===== config.mk =====
export PLATFORM = sky130hd
export DESIGN_NAME = unique_id_allocator_core_flat
export DESIGN_NICKNAME = d
export VERILOG_FILES = /design/src/design/uida_pkg.sv /design/src/design/uida_in_if.sv /design/src/design/uida_out_if.sv /design/src/design/uida_ctrl.sv /design/src/design/uida_datapath.sv /design/src/design/unique_id_allocator_core.sv /design/src/flat_wrapper.sv
export SDC_FILE = /design/constraint.sdc
export NUM_CORES = 1
export LEC_CHECK = 0
export ABC_CLOCK_PERIOD_IN_PS = 5500
export BUFFER_PORTS_ARGS = -buffer_cell sky130_fd_sc_hd__buf_4
export CAP_MARGIN = 20
export CORE_UTILIZATION = 40
export CTS_CLUSTER_DIAMETER = 60
export DETAILED_ROUTE_END_ITERATION = 8
export PLACE_DENSITY = 0.55
export SYNTH_ARGS = -nofsm -noshare
export SYNTH_HDL_FRONTEND = slang
export SYNTH_SLANG_ARGS = --single-unit

===== constraint.sdc =====
create_clock -name i_clk -period 5.5 [get_ports i_clk]
set_input_delay 0.275 -clock i_clk [delete_from_list [all_inputs] [get_ports i_clk]]
set_output_delay 0.275 -clock i_clk [all_outputs]
set_load 0.05 [all_outputs]

===== src/design/uida_pkg.sv =====
// Shared constants, codes and controller/datapath types of the unique ID allocator.
package uida_pkg;

    // Sizing
    localparam int TABLE_DEPTH = 32;
    localparam int PID_LIMIT   = 64;
    localparam int IDX_W       = $clog2(TABLE_DEPTH);
    localparam int CNT_W       = $clog2(TABLE_DEPTH + 1);
    localparam int PID_W       = $clog2(PID_LIMIT);
    localparam int ID_W        = $clog2(PID_LIMIT + 1);

    // Fixed field widths of the channels
    localparam int OPCODE_W = 1;
    localparam int REL_W    = 6;
    localparam int GIVEN_W  = 6;
    localparam int STATUS_W = 2;

    // Opcodes
    localparam logic [OPCODE_W-1:0] OP_ALLOC   = 1'b0;
    localparam logic [OPCODE_W-1:0] OP_RELEASE = 1'b1;

    // Result status codes
    localparam logic [STATUS_W-1:0] ST_OK        = 2'd0;
    localparam logic [STATUS_W-1:0] ST_FULL      = 2'd1;
    localparam logic [STATUS_W-1:0] ST_NOT_FOUND = 2'd2;

    // Commands from controller to datapath
    typedef struct packed {
        logic load;
        logic alloc_step;
        logic rel_step;
        logic finish;
    } t_cmd;

    // Status from datapath to controller
    typedef struct packed {
        logic in_release;
        logic in_full;
        logic in_scan;
        logic scan_last;
        logic rel_last;
        logic out_free;
    } t_stat;

endpackage


===== src/design/uida_in_if.sv =====
// Request channel: opcode and ID to release.
interface uida_in_if;
    logic                           valid;
    logic                           ready;
    logic [uida_pkg::OPCODE_W-1:0]  opcode;
    logic [uida_pkg::REL_W-1:0]     release_id;

    modport source (output valid, output opcode, output release_id, input ready);
    modport sink   (input valid, input opcode, input release_id, output ready);
endinterface


===== src/design/uida_out_if.sv =====
// Result channel: allocated ID and status.
interface uida_out_if;
    logic                           valid;
    logic                           ready;
    logic [uida_pkg::GIVEN_W-1:0]   given_id;
    logic [uida_pkg::STATUS_W-1:0]  status;

    modport source (output valid, output given_id, output status, input ready);
    modport sink   (input valid, input given_id, input status, output ready);
endinterface


===== src/design/uida_ctrl.sv =====
// Controller state machine: accept, scan the table, deliver the result.
module uida_ctrl (
    input  logic               i_clk,
    input  logic               i_rst_n,
    input  logic               i_in_valid,
    input  uida_pkg::t_stat    i_stat,
    output logic               o_in_ready,
    output uida_pkg::t_cmd     o_cmd
);

    localparam logic [1:0] S_IDLE  = 2'd0;
    localparam logic [1:0] S_ASCAN = 2'd1;
    localparam logic [1:0] S_RSCAN = 2'd2;
    localparam logic [1:0] S_FIN   = 2'd3;

    logic [1:0] r_state;
    logic [1:0] n_state;

    // Decode next state and commands
    always_comb begin
        n_state    = r_state;
        o_cmd      = '0;
        o_in_ready = 1'b0;
        case (r_state)
            S_IDLE: begin
                o_in_ready = 1'b1;
                if (i_in_valid) begin
                    o_cmd.load = 1'b1;
                    if (i_stat.in_release) begin
                        n_state = S_RSCAN;
                    end else if (!i_stat.in_full && i_stat.in_scan) begin
                        n_state = S_ASCAN;
                    end else begin
                        n_state = S_FIN;
                    end
                end
            end
            S_ASCAN: begin
                o_cmd.alloc_step = 1'b1;
                if (i_stat.scan_last) begin
                    n_state = S_FIN;
                end
            end
            S_RSCAN: begin
                o_cmd.rel_step = 1'b1;
                if (i_stat.rel_last) begin
                    n_state = S_FIN;
                end
            end
            S_FIN: begin
                if (i_stat.out_free) begin
                    o_cmd.finish = 1'b1;
                    n_state      = S_IDLE;
                end
            end
            default: begin
                n_state = S_IDLE;
            end
        endcase
    end

    // Hold state
    always_ff @(posedge i_clk) begin
        if (!i_rst_n) begin
            r_state <= S_IDLE;
        end else begin
            r_state <= n_state;
        end
    end

endmodule


===== src/design/uida_datapath.sv =====
// Datapath: ID table, valid bits, counters, scan registers and result register.
module uida_datapath (
    input  logic                            i_clk,
    input  logic                            i_rst_n,
    input  uida_pkg::t_cmd                  i_cmd,
    output uida_pkg::t_stat                 o_stat,
    input  logic [uida_pkg::OPCODE_W-1:0]   i_opcode,
    input  logic [uida_pkg::REL_W-1:0]      i_release_id,
    input  logic                            i_out_ready,
    output logic                            o_out_valid,
    output logic [uida_pkg::GIVEN_W-1:0]    o_given_id,
    output logic [uida_pkg::STATUS_W-1:0]   o_status
);

    localparam logic [uida_pkg::ID_W-1:0]  LIMIT_ID = uida_pkg::ID_W'(uida_pkg::PID_LIMIT);
    localparam logic [uida_pkg::ID_W-1:0]  ONE_ID   = uida_pkg::ID_W'(1);
    localparam logic [uida_pkg::IDX_W-1:0] LAST_IDX =
        uida_pkg::IDX_W'(uida_pkg::TABLE_DEPTH - 1);

    logic [uida_pkg::PID_W-1:0]      r_table [uida_pkg::TABLE_DEPTH];
    logic [uida_pkg::TABLE_DEPTH-1:0] r_valid;
    logic [uida_pkg::CNT_W-1:0]      r_count;
    logic [uida_pkg::ID_W-1:0]       r_last;
    logic [uida_pkg::ID_W-1:0]       r_safe;
    logic [uida_pkg::ID_W-1:0]       r_cand;
    logic [uida_pkg::ID_W-1:0]       r_bound;
    logic [uida_pkg::IDX_W-1:0]      r_idx;
    logic [uida_pkg::PID_W-1:0]      r_ent;
    logic [uida_pkg::OPCODE_W-1:0]   r_op;
    logic [uida_pkg::REL_W-1:0]      r_rel;
    logic                            r_full;
    logic                            r_hit;
    logic [uida_pkg::IDX_W-1:0]      r_hit_idx;
    logic                            r_out_valid;
    logic [uida_pkg::GIVEN_W-1:0]    r_out_given;
    logic [uida_pkg::STATUS_W-1:0]   r_out_status;

    logic [uida_pkg::ID_W-1:0]  start_inc;
    logic                       start_wrap;
    logic [uida_pkg::ID_W-1:0]  start_cand;
    logic                       ent_vld;
    logic [uida_pkg::ID_W-1:0]  ent_id;
    logic                       cand_hit;
    logic [uida_pkg::ID_W-1:0]  cand_inc;
    logic                       restart;
    logic [uida_pkg::ID_W-1:0]  n_cand;
    logic [uida_pkg::ID_W-1:0]  n_bound;
    logic [uida_pkg::IDX_W-1:0] n_idx;
    logic                       idx_last;
    logic                       rel_hit;
    logic [uida_pkg::IDX_W-1:0] free_idx;

    // Starting candidate and full check for a new request
    assign start_inc  = r_last + ONE_ID;
    assign start_wrap = (start_inc >= LIMIT_ID);
    assign start_cand = start_wrap ? ONE_ID : start_inc;

    assign o_stat.in_release = (i_opcode == uida_pkg::OP_RELEASE);
    assign o_stat.in_full    = (int'(r_count) >= uida_pkg::TABLE_DEPTH) ||
                               (int'(r_count) >= uida_pkg::PID_LIMIT - 1);
    assign o_stat.in_scan    = start_wrap || (start_inc >= r_safe);

    // Examine the current table entry
    assign ent_vld  = r_valid[r_idx];
    assign ent_id   = uida_pkg::ID_W'(r_ent);
    assign idx_last = (r_idx == LAST_IDX);

    // Scan step: skip taken IDs, tighten the bound, restart when a skipped ID reaches the bound
    assign cand_hit = ent_vld && (ent_id == r_cand);
    assign cand_inc = r_cand + ONE_ID;
    assign restart  = cand_hit && (cand_inc >= r_bound);

    always_comb begin
        n_cand  = r_cand;
        n_bound = r_bound;
        if (restart) begin
            n_cand  = (cand_inc >= LIMIT_ID) ? ONE_ID : cand_inc;
            n_bound = LIMIT_ID;
        end else if (cand_hit) begin
            n_cand = cand_inc;
        end else if (ent_vld && (ent_id > r_cand) && (r_bound > ent_id)) begin
            n_bound = ent_id;
        end
    end

    assign o_stat.scan_last = idx_last && !restart;

    // Next table index to visit
    assign n_idx = (i_cmd.load || (i_cmd.alloc_step && restart)) ? '0 : r_idx + 1'b1;

    // Release lookup
    assign rel_hit         = ent_vld && (ent_id == uida_pkg::ID_W'(r_rel));
    assign o_stat.rel_last = rel_hit || idx_last;

    assign o_stat.out_free = !r_out_valid || i_out_ready;

    // Lowest free slot
    always_comb begin
        free_idx = '0;
        for (int i = uida_pkg::TABLE_DEPTH - 1; i >= 0; i--) begin
            if (!r_valid[i]) begin
                free_idx = uida_pkg::IDX_W'(i);
            end
        end
    end

    // Per-item working registers
    always_ff @(posedge i_clk) begin
        if (i_cmd.load) begin
            r_op    <= i_opcode;
            r_rel   <= i_release_id;
            r_full  <= o_stat.in_full;
            r_cand  <= start_cand;
            r_bound <= LIMIT_ID;
            r_idx   <= '0;
            r_hit   <= 1'b0;
        end else if (i_cmd.alloc_step) begin
            r_cand  <= n_cand;
            r_bound <= n_bound;
            r_idx   <= restart ? '0 : r_idx + 1'b1;
        end else if (i_cmd.rel_step) begin
            r_idx <= r_idx + 1'b1;
            if (rel_hit) begin
                r_hit     <= 1'b1;
                r_hit_idx <= r_idx;
            end
        end
    end

    // Fetch the table entry at the next index
    always_ff @(posedge i_clk) begin
        if (i_cmd.load || i_cmd.alloc_step || i_cmd.rel_step) begin
            r_ent <= r_table[n_idx];
        end
    end

    // Table contents
    always_ff @(posedge i_clk) begin
        if (i_cmd.finish && (r_op == uida_pkg::OP_ALLOC) && !r_full) begin
            r_table[free_idx] <= uida_pkg::PID_W'(r_cand);
        end
    end

    // Live state: valid bits, count, last given, safe bound
    always_ff @(posedge i_clk) begin
        if (!i_rst_n) begin
            r_valid <= '0;
            r_count <= '0;
            r_last  <= LIMIT_ID;
            r_safe  <= LIMIT_ID;
        end else begin
            if (i_cmd.alloc_step && o_stat.scan_last) begin
                r_safe <= n_bound;
            end
            if (i_cmd.finish) begin
                if (r_op == uida_pkg::OP_ALLOC) begin
                    if (!r_full) begin
                        r_valid[free_idx] <= 1'b1;
                        r_count           <= r_count + 1'b1;
                        r_last            <= r_cand;
                    end
                end else if (r_hit) begin
                    r_valid[r_hit_idx] <= 1'b0;
                    r_count            <= r_count - 1'b1;
                end
            end
        end
    end

    // Result register
    always_ff @(posedge i_clk) begin
        if (!i_rst_n) begin
            r_out_valid <= 1'b0;
        end else if (i_cmd.finish) begin
            r_out_valid <= 1'b1;
        end else if (i_out_ready) begin
            r_out_valid <= 1'b0;
        end
    end

    always_ff @(posedge i_clk) begin
        if (i_cmd.finish) begin
            if (r_op == uida_pkg::OP_ALLOC) begin
                r_out_given  <= r_full ? '0 : uida_pkg::GIVEN_W'(r_cand);
                r_out_status <= r_full ? uida_pkg::ST_FULL : uida_pkg::ST_OK;
            end else begin
                r_out_given  <= '0;
                r_out_status <= r_hit ? uida_pkg::ST_OK : uida_pkg::ST_NOT_FOUND;
            end
        end
    end

    assign o_out_valid = r_out_valid;
    assign o_given_id  = r_out_given;
    assign o_status    = r_out_status;

    // Count tracks the number of live slots
    a_count_matches: assert property (@(posedge i_clk) disable iff (!i_rst_n)
        $countones(r_valid) == int'(r_count))
        else $error("live count differs from valid bits");

    // Candidate stays a legal ID while scanning
    a_cand_range: assert property (@(posedge i_clk) disable iff (!i_rst_n)
        i_cmd.alloc_step |-> (r_cand >= ONE_ID) && (r_cand < LIMIT_ID))
        else $error("scan candidate out of range");

    // Never overwrite a result that has not been taken
    a_no_overrun: assert property (@(posedge i_clk) disable iff (!i_rst_n)
        i_cmd.finish |-> (!r_out_valid || i_out_ready))
        else $error("result register overrun");

endmodule


===== src/design/unique_id_allocator_core.sv =====
// Top level of the unique ID allocator: controller plus datapath.
//
//  channel  | dir | handshake     | payload
//  ---------+-----+---------------+------------------------------
//  i_in     | in  | valid / ready | opcode[0:0], release_id[5:0]
//  o_out    | out | valid / ready | given_id[5:0], status[1:0]
//
// One item at a time; ready is high only while the controller is idle.
// Allocate without a table scan, or on a full table: straight from idle to the finish state.
// Allocate with a scan: one pass over the table, one table entry per cycle; each restart
// when a skipped ID reaches the bound begins another pass from the first entry.
// Release: scans the table until the ID is found or the last entry is reached.
// Reset is synchronous: valid bits and count clear at once, no clearing pass.
// A result waiting in the output register stalls only the finish of the next item.
module unique_id_allocator_core (
    input  logic             i_clk,
    input  logic             i_rst_n,
    uida_in_if.sink          i_in,
    uida_out_if.source       o_out
);

    uida_pkg::t_cmd  cmd;
    uida_pkg::t_stat stat;
    logic            in_ready;

    assign i_in.ready = in_ready;

    // Sequence each item
    uida_ctrl u_ctrl (
        .i_clk      (i_clk),
        .i_rst_n    (i_rst_n),
        .i_in_valid (i_in.valid),
        .i_stat     (stat),
        .o_in_ready (in_ready),
        .o_cmd      (cmd)
    );

    // Table, scan and result storage
    uida_datapath u_datapath (
        .i_clk        (i_clk),
        .i_rst_n      (i_rst_n),
        .i_cmd        (cmd),
        .o_stat       (stat),
        .i_opcode     (i_in.opcode),
        .i_release_id (i_in.release_id),
        .i_out_ready  (o_out.ready),
        .o_out_valid  (o_out.valid),
        .o_given_id   (o_out.given_id),
        .o_status     (o_out.status)
    );

endmodule


===== src/flat_wrapper.sv =====
// flat-port wrapper written by rule: the top's interface ports become plain ports
module unique_id_allocator_core_flat 
  (i_clk, i_rst_n, i_in_valid, i_in_opcode, i_in_release_id, i_in_ready, o_out_valid, o_out_given_id, o_out_status, o_out_ready);
  uida_in_if i_in_i ();
  uida_out_if o_out_i ();
  input  logic i_clk;
  input  logic i_rst_n;
  input wire logic [$bits(i_in_i.valid)-1:0] i_in_valid;
  input wire logic [$bits(i_in_i.opcode)-1:0] i_in_opcode;
  input wire logic [$bits(i_in_i.release_id)-1:0] i_in_release_id;
  output wire logic [$bits(i_in_i.ready)-1:0] i_in_ready;
  output wire logic [$bits(o_out_i.valid)-1:0] o_out_valid;
  output wire logic [$bits(o_out_i.given_id)-1:0] o_out_given_id;
  output wire logic [$bits(o_out_i.status)-1:0] o_out_status;
  input wire logic [$bits(o_out_i.ready)-1:0] o_out_ready;
  assign i_in_i.valid = i_in_valid;
  assign i_in_i.opcode = i_in_opcode;
  assign i_in_i.release_id = i_in_release_id;
  assign i_in_ready = i_in_i.ready;
  assign o_out_valid = o_out_i.valid;
  assign o_out_given_id = o_out_i.given_id;
  assign o_out_status = o_out_i.status;
  assign o_out_i.ready = o_out_ready;
  unique_id_allocator_core u_core (.i_clk(i_clk), .i_rst_n(i_rst_n), .i_in(i_in_i), .o_out(o_out_i));
endmodule

==> flow_summary.yaml, run 1 <==
run_status:
  status: "complete, no violations"
power:
  p_per_area_mw_per_mm2: 438
  p_switching_uw: 2080
  finalPower_uw: 6720
  pwr-share-clk: 0.346
  p_sw_frac: 0.310
  max-vdd-ir-drop_mv: 0.193
  p_seq_frac: 0.429
  pwr-share-comb: 0.225
  p_int_uw: 4640
  p_leak_uw: 0.00513
layout:
  diodes: 0
  fin_nets: 1170
  register_area_mm2: 0.00815
  final_cells: 1588
  syn_to_final_growth_pct: 13.8
  design_area_mm2: 0.0153
  drive_gt1_frac: 0.122
  fillers: 2972
  multi_input_area_mm2: 0.00492
synthesis:
  synth_xor_area_frac: 0.0163
  synth_top_cell_by_area: "edfxtp_1"
  ys_dominant_reg_cell: "edfxtp_1"
  yosysTopAreaCellShare: 0.504
  syn_nets: 1139
  synth_warnings: 0
  synthCells: 1089
  synth_mux_area_frac: 0.0801
  synth_top_family_by_area: "compound AO/OA/AOI/OAI gates"
  synth_area_mm2: 0.0135
  ys_seq_area_frac: 0.605
  ys_ff_latch: 294
  synth_compound_area_frac: 0.123
  netlist-cell-type-count: 70
  yosys.area_share.simple: 0.107
  synthArstFlopShare: 0
  synth-edff-count: 226
  ys_top_cells_by_area: "edfxtp_1, dfxtp_1, mux4_2"
  syn_area_per_cell_um2: 12.4
  synthAdderAreaFrac: 0.0368
placement:
  dp_hpwl_mm: 22.9
  gp_congestion: 0.877
  dp_slack_ns: 1.11
  placedCellCount: 1518
  portBuffers: 20
  dpl_cell_area_mm2: 0.0141
floorplan:
  start_util: 0.410
  die_h_um: 186
  row_count: 66
  core_area_mm2: 0.0329
  dieWidth_um: 186
  ios: 21
  dieArea_mm2: 0.0344
clocking:
  ctsResizeCount: 0
  htree_levels: 2
  clk_latency_ns: 0.53
  path_clk_slew_ns: 0.06
  cts_root_buf: "clkbuf_16"
  cts_buffers: 35
  cts_setup_buffers: 0
  cts_buffer_depth: 3
  cts_tree: "done"
  cts.sinks: 294
sta:
  final.min_clock_period_ns: 4.49
  min_period_over_period: 0.816
  slew_viol_final: 0
  final.setup.worst_slack_ns: 1.01
  setup_viol: 0
  worst_slew_pin_slew_ns: 1.11
  maxClockFrequency_ghz: 0.223
  max_slew_margin: 0.257
  hold_viol_final: 0
  rsz0062_at_grt: "false"
  finalSetupTns_ns: 0
  clock-skew-final_ns: 0.0202
min_path:
  hold_path.class: "input port to register"
setup_path:
  worstSetupStartpointType: "register"
  crit_fanout: 26
  cp.required_ns: 5.75
  end_kind: "register"
  cp.arrival_ns: 4.74
  r2r_slack_ns: 1.01
  criticalPathCategory: "register to register"
global_routing:
  antenna_found_initial: 0
  gr-usage-met2: 0.328
  grt_max_degree: 45
  grt_use_met3: 0.0301
  grt_use_total: 0.208
  grt_remaining_overflow: 0
  grt_most_used_layer: "met2"
  grt_pass1_wl_mm: 53.3
  grt_use_met1: 0.292
  first_global_vias: 8860
route:
  drc: 0
  ant_nets: 0
  routed_wl_mm: 34.6
  vias: 8986
  routedWlPerCell_um: 21.8
  drt-initial-drc-count: 763
  firstDrtPassIters: 5
  viasPerCell: 5.66
run:
  drv_cap: 0
[what timing repair did]
item | CTS | global route
setup endpoints to repair | 0 | 0
endpoints found under the hold margin | 7 | 0
hold buffers | 7 | 0
[cells in the final DEF, fill, tap and decap left out, types with 11 or more instances in the layout]
master	instances
a211oi_1	13
a21o_1	14
a21oi_1	33
a31oi_1	22
and2_1	13
buf_4	36
clkbuf_16	37
dfxtp_1	67
edfxtp_1	226
ha_1	38
inv_1	52
mux2i_1	38
mux4_2	29
nand2_1	105
nand3_1	31
nand4_1	15
nor2_1	75
nor3_1	14
o21ai_0	65
o22ai_1	24
o31ai_1	11
xnor2_1	13
xor2_1	11
[critical path: stages, from the launching register on]
cell and delay (ns):
edfxtp_1 0.76, buf_4 0.40, nand2_1 0.09, nor2_1 0.14
xnor2_1 0.17, ha_1 0.29, nand2_1 0.08, nor2_1 0.04
a211oi_1 0.17, o21ai_0 0.28, a31oi_4 0.53, buf_4 0.37
nand3_1 0.27, a2111oi_0 0.47, a2111oi_0 0.12
[routing by layer]
| layer | up-vias | wire length [um] |
|---|---|---|
| met5 | - | 0 |
| met4 | 0 | 1010 |
| met3 | 62 | 1850 |
| met2 | 304 | 15900 |
| met1 | 4420 | 15900 |
| li1 | 4200 | - |
[path summary, 6_finish.rpt]
path	start	endpoint	cells past startpoint
worst max-delay path	u_core.u_datapath.r_cand[0]	u_core.u_datapath.r_ent[4]	14
worst min-delay path	o_out_ready	u_core.u_datapath.o_out_valid	4
worst max register to register	u_core.u_datapath.r_cand[0]	u_core.u_datapath.r_ent[4]	14
worst min register to register	u_core.u_datapath.r_safe[2]	u_core.u_datapath.r_safe[2]	2
[area by class of cell]
cell class,count,area share
Timing Repair Buffer,44,0.0235
Clock inverter,20,0.0131
Clock buffer,43,0.0625
Inverter,53,0.0130
Sequential cell,294,0.531
Tap cell,442,0.0361
Multi-Input combinational cell,692,0.321
[sequential cells by signal, indices dropped and copies added, names as in the netlist]
register and count:
u_core.u_datapath.r_table 192, u_core.u_datapath.r_valid 32, u_core.u_datapath.r_bound 7, u_core.u_datapath.r_cand 7, u_core.u_datapath.r_last 7, u_core.u_datapath.r_safe 7
u_core.u_datapath.o_given_id 6, u_core.u_datapath.r_count 6, u_core.u_datapath.r_ent 6, u_core.u_datapath.r_rel 6, u_core.u_datapath.r_hit_idx 5, u_core.u_datapath.r_idx 5
u_core.u_ctrl.r_state 2, u_core.u_datapath.o_status 2, u_core.u_datapath.o_out_valid 1, u_core.u_datapath.r_full 1, u_core.u_datapath.r_hit 1, u_core.u_datapath.r_op 1
[power by group through the flow]
stage	Clock [uW]	Combinational [uW]	Sequential (uW)
6_report	2320	1510	2880
3_3_place_gp	0	1510	2930
3_5_place_dp	0	1510	2930
5_1_grt	2440	1660	2900
2_1_floorplan	0	982	2920
4_1_cts	2350	1520	2890
[logic make-up (layout without fill, tap and decap cells)]
group,after synthesis,count (layout)
adders and majority gates,39,39
muxes,71,71
buffers and inverters,103,160
xor gates and xnor gates,25,25
AOI/OAI and AO/OA,251,251
and+or+nand+nor,306,306
DFF,294,294
[through the flow]
stage | utilization | hold slack [ns]
4_1_cts | 0.467 | 0.0404
6_report | 0.467 | 0.0581
3_5_place_dp | 0.429 | 0.442
3_3_place_gp | 0.429 | 0.444
5_1_grt | 0.467 | 0.0807
2_1_floorplan | - | 0.374
[cells in the mapped netlist (all sizes together) (11+ instances only)]
cell	n
xnor2	13
clkbuf	31
dfxtp	68
inv	52
mux4	29
a211oi	13
ha	38
o22ai	27
a31oi	23
o21ai	65
nor2	75
nand4	16
buf	19
a21o	14
nor3	14
nand3	31
edfxtp	226
o31ai	11
a21oi	34
and2	13
nand2	106
mux2i	38
xor2	12
No activity file was read; power rests on OpenSTA's default activity.
==> run 2, diff against run 1 <==
--- a/config.mk
+++ b/config.mk
@@ -5,13 +5,13 @@
 export SDC_FILE = /design/constraint.sdc
 export NUM_CORES = 1
 export LEC_CHECK = 0
-export ABC_CLOCK_PERIOD_IN_PS = 5500
+export ABC_CLOCK_PERIOD_IN_PS = 3700
 export BUFFER_PORTS_ARGS = -buffer_cell sky130_fd_sc_hd__buf_4
 export CAP_MARGIN = 20
 export CORE_UTILIZATION = 40
 export CTS_CLUSTER_DIAMETER = 60
 export DETAILED_ROUTE_END_ITERATION = 8
-export PLACE_DENSITY = 0.55
+export PLACE_DENSITY = 0.57
 export SYNTH_ARGS = -nofsm -noshare
 export SYNTH_HDL_FRONTEND = slang
 export SYNTH_SLANG_ARGS = --single-unit
==> constraint.sdc (replaced) <==
create_clock -name i_clk -period 3.7 [get_ports i_clk]
set_input_delay 0.185 -clock i_clk [delete_from_list [all_inputs] [get_ports i_clk]]
set_output_delay 0.185 -clock i_clk [all_outputs]
set_load 0.05 [all_outputs]
==> flow_summary.yaml, run 2 (same netlist as run 1, synthesis figures left out) <==
sta:
  hold_viol_final: 0
  maxClockFrequency_ghz: 0.291
  setup_viol: 0
  finalSetupTns_ns: 0
  worst_slew_pin_slew_ns: 0.720
  clock-skew-final_ns: 0.0288
  max_slew_margin: 0.517
  slew_viol_final: 0
  min_period_over_period: 0.930
  final.min_clock_period_ns: 3.44
clocking:
  cts.sinks: 294
  cts_tree: "done"
  cts_buffer_depth: 3
  clk_latency_ns: 0.53
  cts_buffers: 35
  htree_levels: 2
  cts_root_buf: "clkbuf_16"
  path_clk_slew_ns: 0.06
setup_path:
  criticalPathCategory: "register to register"
  cp.arrival_ns: 3.68
  crit_fanout: 34
  cp-startpoint: "u_core.u_datapath.r_cand[3]"
  cp.required_ns: 3.94
  critical_path.reg2reg.startpoint: "u_core.u_datapath.r_cand[3]"
  worstSetupStartpointType: "register"
  end_kind: "register"
global_routing:
  grt_pass1_wl_mm: 53.0
  grt_remaining_overflow: 0
  first_global_vias: 8785
  antenna_found_initial: 1
  grt_max_degree: 40
  grt_use_total: 0.206
placement:
  portBuffers: 20
  dpl_cell_area_mm2: 0.0145
  gp_congestion: 0.929
  dp_hpwl_mm: 23.6
  placedCellCount: 1566
layout:
  layout.cells.most_common: "edfxtp_1"
  largest_reg_flops: 192
  final_util: 0.476
  most-common-layout-cells: "edfxtp_1, nand2_1, buf_4, nor2_1, dfxtp_1"
  diodes: 0
  fin_nets: 1222
  reg_top3: "u_core.u_datapath.r_table: 192 flops, u_core.u_datapath.r_valid: 32 flops"
  final_cells: 1641
  regMostFlops: "u_core.u_datapath.r_table"
  syn_to_final_growth_pct: 16.1
  drive_gt1_frac: 0.153
  design_area_mm2: 0.0156
route:
  ant_nets: 0
  routedWlPerCell_um: 21.0
  firstDrtPassIters: 5
  vias: 9181
  drt-initial-drc-count: 820
  routed_wl_mm: 34.5
  drc: 0
  viasPerCell: 5.59
floorplan:
  dieArea_mm2: 0.0344
  die_h_um: 186
  start_util: 0.410
  ios: 21
  row_count: 66
  core_area_mm2: 0.0329
  dieWidth_um: 186
power:
  p_leak_uw: 0.00536
  finalPower_uw: 9790
  p_per_area_mw_per_mm2: 626
  max-vdd-ir-drop_mv: 0.347
run:
  drv_cap: 0
run_status:
  status: "complete, no violations"
min_path:
  hp-start: "i_in_valid"
  hold_path.class: "input port to register"
-- run 2: cell types whose count changed in the layout (fill, tap and decap cells not counted), sizes merged --
cell         previous run  this run
clkinvlp                2         1
bufinv                  3         0
dlygate4sd3             7         9
inv                    53        54
buf                    37        87
clkbuf                 43        47
-- run 2: timing repair --
action	4_1_cts	5_1_grt
hold buffers	9	0
resized for setup	1	0
pin swaps	0	1
hold endpoints to repair	9	0
buffers inserted	0	2
setup endpoints to repair	1	6
-- run 2: area by class of cell --
type,instances,area [um2]
clock buffers,47,941
well taps,442,553
repair buffers,96,768
inverters,53,199
multi-input cells,692,4920
clock inverters,17,120
flip-flops and latches,294,8150
fillers,2974,17200
-- run 2: power by group --
part | total, uW | internal, uW | switching (uW)
logic | 2460 | 894 | 1560
clock network | 3170 | 1810 | 1360
registers | 4170 | 4010 | 160
-- run 2: critical path, stage by stage (launching register included) --
cell and delay [ns]:
edfxtp_1 0.38, buf_4 0.38, nand3_1 0.15, xnor2_1 0.21, ha_1 0.28, a21oi_1 0.13
nor2_1 0.05, a211oi_1 0.16, o21ai_1 0.20, a31oi_4 0.33, buf_12 0.17, nand3_1 0.09
a2111oi_0 0.48, a2111oi_0 0.15
-- run 2: worst paths after layout --
path                                      end  slack [ns]  depth (start not counted)
setup reg to reg   u_core.u_datapath.r_ent[4]        0.26                         13
hold reg to reg   u_core.u_datapath.r_safe[1]        0.46                          2
setup / recovery   u_core.u_datapath.r_ent[4]        0.26                         13
hold / removal       u_core.u_ctrl.r_state[0]        0.13                          3
-- run 2: stage by stage --
stage | setup WS, ns | hold slack [ns]
floorplan | 0.170 | 0.284
global placement | 0.209 | 0.366
detailed placement | -0.0281 | 0.364
CTS | 0.148 | 0.115
global route | -0.0134 | 0.150
finish | 0.260 | 0.135
-- run 2: per-layer routing --
| metal | track usage | part of all wire | vias up |
|---|---|---|---|
| li1 | - | - | 4301 |
| met1 | 0.287 | 0.46 | 4549 |
| met2 | 0.323 | 0.46 | 265 |
| met3 | 0.0346 | 0.056 | 66 |
| met4 | 0.0747 | 0.029 | 0 |
| met5 | 0 | 0 | - |
==> run 3, diff against run 2 <==
--- a/config.mk
+++ b/config.mk
@@ -8,10 +8,10 @@
 export ABC_CLOCK_PERIOD_IN_PS = 3700
 export BUFFER_PORTS_ARGS = -buffer_cell sky130_fd_sc_hd__buf_4
 export CAP_MARGIN = 20
-export CORE_UTILIZATION = 40
+export CORE_UTILIZATION = 35
 export CTS_CLUSTER_DIAMETER = 60
 export DETAILED_ROUTE_END_ITERATION = 8
-export PLACE_DENSITY = 0.57
+export PLACE_DENSITY = 0.51
 export SYNTH_ARGS = -nofsm -noshare
 export SYNTH_HDL_FRONTEND = slang
 export SYNTH_SLANG_ARGS = --single-unit
==> flow_summary.yaml, run 3 (same netlist as run 1, synthesis figures left out) <==
run_status:
  status: "complete, no violations"
sta:
  rsz0062_at_grt: "false"
  max_slew_margin: 0.542
  hold_viol_final: 0
  worst_slew_pin_slew_ns: 0.687
  clock-skew-final_ns: 0.0235
  min_period_over_period: 0.897
  final.min_clock_period_ns: 3.32
  setup_viol: 0
  slew_viol_final: 0
  final.setup.worst_slack_ns: 0.383
  maxClockFrequency_ghz: 0.301
  finalSetupTns_ns: 0
placement:
  gp_congestion: 0.882
  portBuffers: 20
  dp_hpwl_mm: 24.1
  dp_slack_ns: 0.280
clocking:
  cts_buffers: 37
  cts_tree: "done"
  cts_buffer_depth: 3
  path_clk_slew_ns: 0.06
  cts_root_buf: "clkbuf_16"
  clk_latency_ns: 0.54
  cts.sinks: 294
  htree_levels: 2
setup_path:
  crit_family: "compound AO/OA/AOI/OAI gates"
  worstSetupStartpointType: "register"
  cp.arrival_ns: 3.61
  cp.required_ns: 4.00
  r2r_slack_ns: 0.38
  crit_buf_inv: 2
  rr_endpoint: "u_core.u_datapath.r_ent[4]"
  crit_chain: "ha_1 -> nand2_1 -> nor2_1 -> xnor2_1 -> inv_1 -> ha_1 -> nand4_1 -> o21ai_0 -> a31oi_4 -> buf_4 -> and3_1 -> and2_1 -> a2111oi_0"
  end_kind: "register"
  critPathMaxStageDelay_ns: 0.42
  reg2regPathDepth: 13
  cpMostUsedCell: "ha_1"
  critical_path.reg2reg.startpoint: "u_core.u_datapath.r_cand[1]"
  critPathSlowestCell: "a2111oi_0"
  criticalPathCategory: "register to register"
  cp-startpoint: "u_core.u_datapath.r_cand[1]"
  crit_fanout: 10
route:
  dr_wl_met2_mm: 16.7
  viasPerCell: 5.34
  wl_met1_mm: 16.4
  drt-initial-drc-count: 704
  vias: 9086
  firstDrtPassIters: 5
  highest_layer: "met4"
  wl_met3_mm: 1.58
  routedWlPerCell_um: 20.8
  routed_wl_mm: 35.4
  drc: 0
  ant_nets: 0
floorplan:
  dieWidth_um: 198
  ios: 21
  row_count: 71
  core_area_mm2: 0.0378
  start_util: 0.357
  die_h_um: 198
  dieArea_mm2: 0.0393
layout:
  regMostFlops: "u_core.u_datapath.r_table"
  fin_nets: 1214
  largest_reg_flops: 192
  syn_to_final_growth_pct: 16.9
  diodes: 0
  reg_top3: "u_core.u_datapath.r_table: 192 flops, u_core.u_datapath.r_valid: 32 flops"
  layout.cells.most_common: "edfxtp_1"
  drive_gt1_frac: 0.150
  most-common-layout-cells: "edfxtp_1, nand2_1, buf_4, nor2_1, dfxtp_1"
global_routing:
  first_global_vias: 9094
  grt_max_degree: 47
  grt_remaining_overflow: 0
  grt_pass1_wl_mm: 54.8
  antenna_found_initial: 0
  grt_use_total: 0.185
min_path:
  hold_path.class: "input port to register"
  hp-start: "i_in_valid"
  min_to: "u_core.u_ctrl.r_state[0]"
  whs_path_depth: 3
run:
  drv_cap: 0
power:
  p_per_area_mw_per_mm2: 639
  p_leak_uw: 0.00534
  finalPower_uw: 10100
  max-vdd-ir-drop_mv: 0.311
[run 3: report_power, final]
group | total [uW] | internal, uW | switching (uW) | leakage, uW
logic | 2430 | 890 | 1540 | 0.00218
clock network | 3450 | 2040 | 1420 | 0.000561
registers | 4190 | 4010 | 180 | 0.00260
[run 3: how the worst max path moves through the flow]
stage                                 endpoint  slack (ns)  cells past startpoint
global route        u_core.u_datapath.r_ent[4]         0.1                     13
global placement    u_core.u_datapath.r_ent[4]        0.37                     14
CTS                 u_core.u_datapath.r_ent[4]        0.26                     14
floorplan           u_core.u_datapath.r_ent[0]        0.17                     15
finish              u_core.u_datapath.r_ent[4]        0.38                     13
detailed placement  u_core.u_datapath.r_ent[4]        0.28                     14
[run 3: worst reg2reg max path: cells and delay by family, from the launching register on]
| kind | cells | cell delay [ns] |
|---|---|---|
| compound gates | 3 | 1.01 |
| simple gates | 5 | 0.61 |
| fa+ha+maj | 2 | 0.55 |
| flops | 1 | 0.41 |
| buf+inv | 2 | 0.29 |
| xor+xnor | 1 | 0.23 |
[run 3: layer usage]
metal,vias up,global-route usage
li1,4278,-
met1,4516,0.254
met2,239,0.303
met3,53,0.0271
met4,0,0.0548
met5,-,0
[run 3: metrics by stage]
step	std cells	cell area (um2)	hold slack, ns	util
2_1_floorplan	1089	13500	0.284	-
3_3_place_gp	1626	14500	0.367	0.384
3_5_place_dp	1626	14500	0.365	0.384
4_1_cts	1700	15700	0.0810	0.417
5_1_grt	1701	15800	0.109	0.417
6_report	1701	15800	0.0983	0.417
[run 3: final cells by class]
cell class	count	area, um2
clock buffer	44	973
tap	511	639
fill	3521	22000
sequential	294	8150
clock inverter	21	195
inverter	53	199
multi-input combinational	692	4920
timing repair buffer	86	681
[run 3: timing repair]
item                                   CTS  global route
setup endpoints to repair                0             1
gates resized for setup                  0             0
hold buffers                             9             0
setup buffers                            0             1
endpoints found under the hold margin   11             0
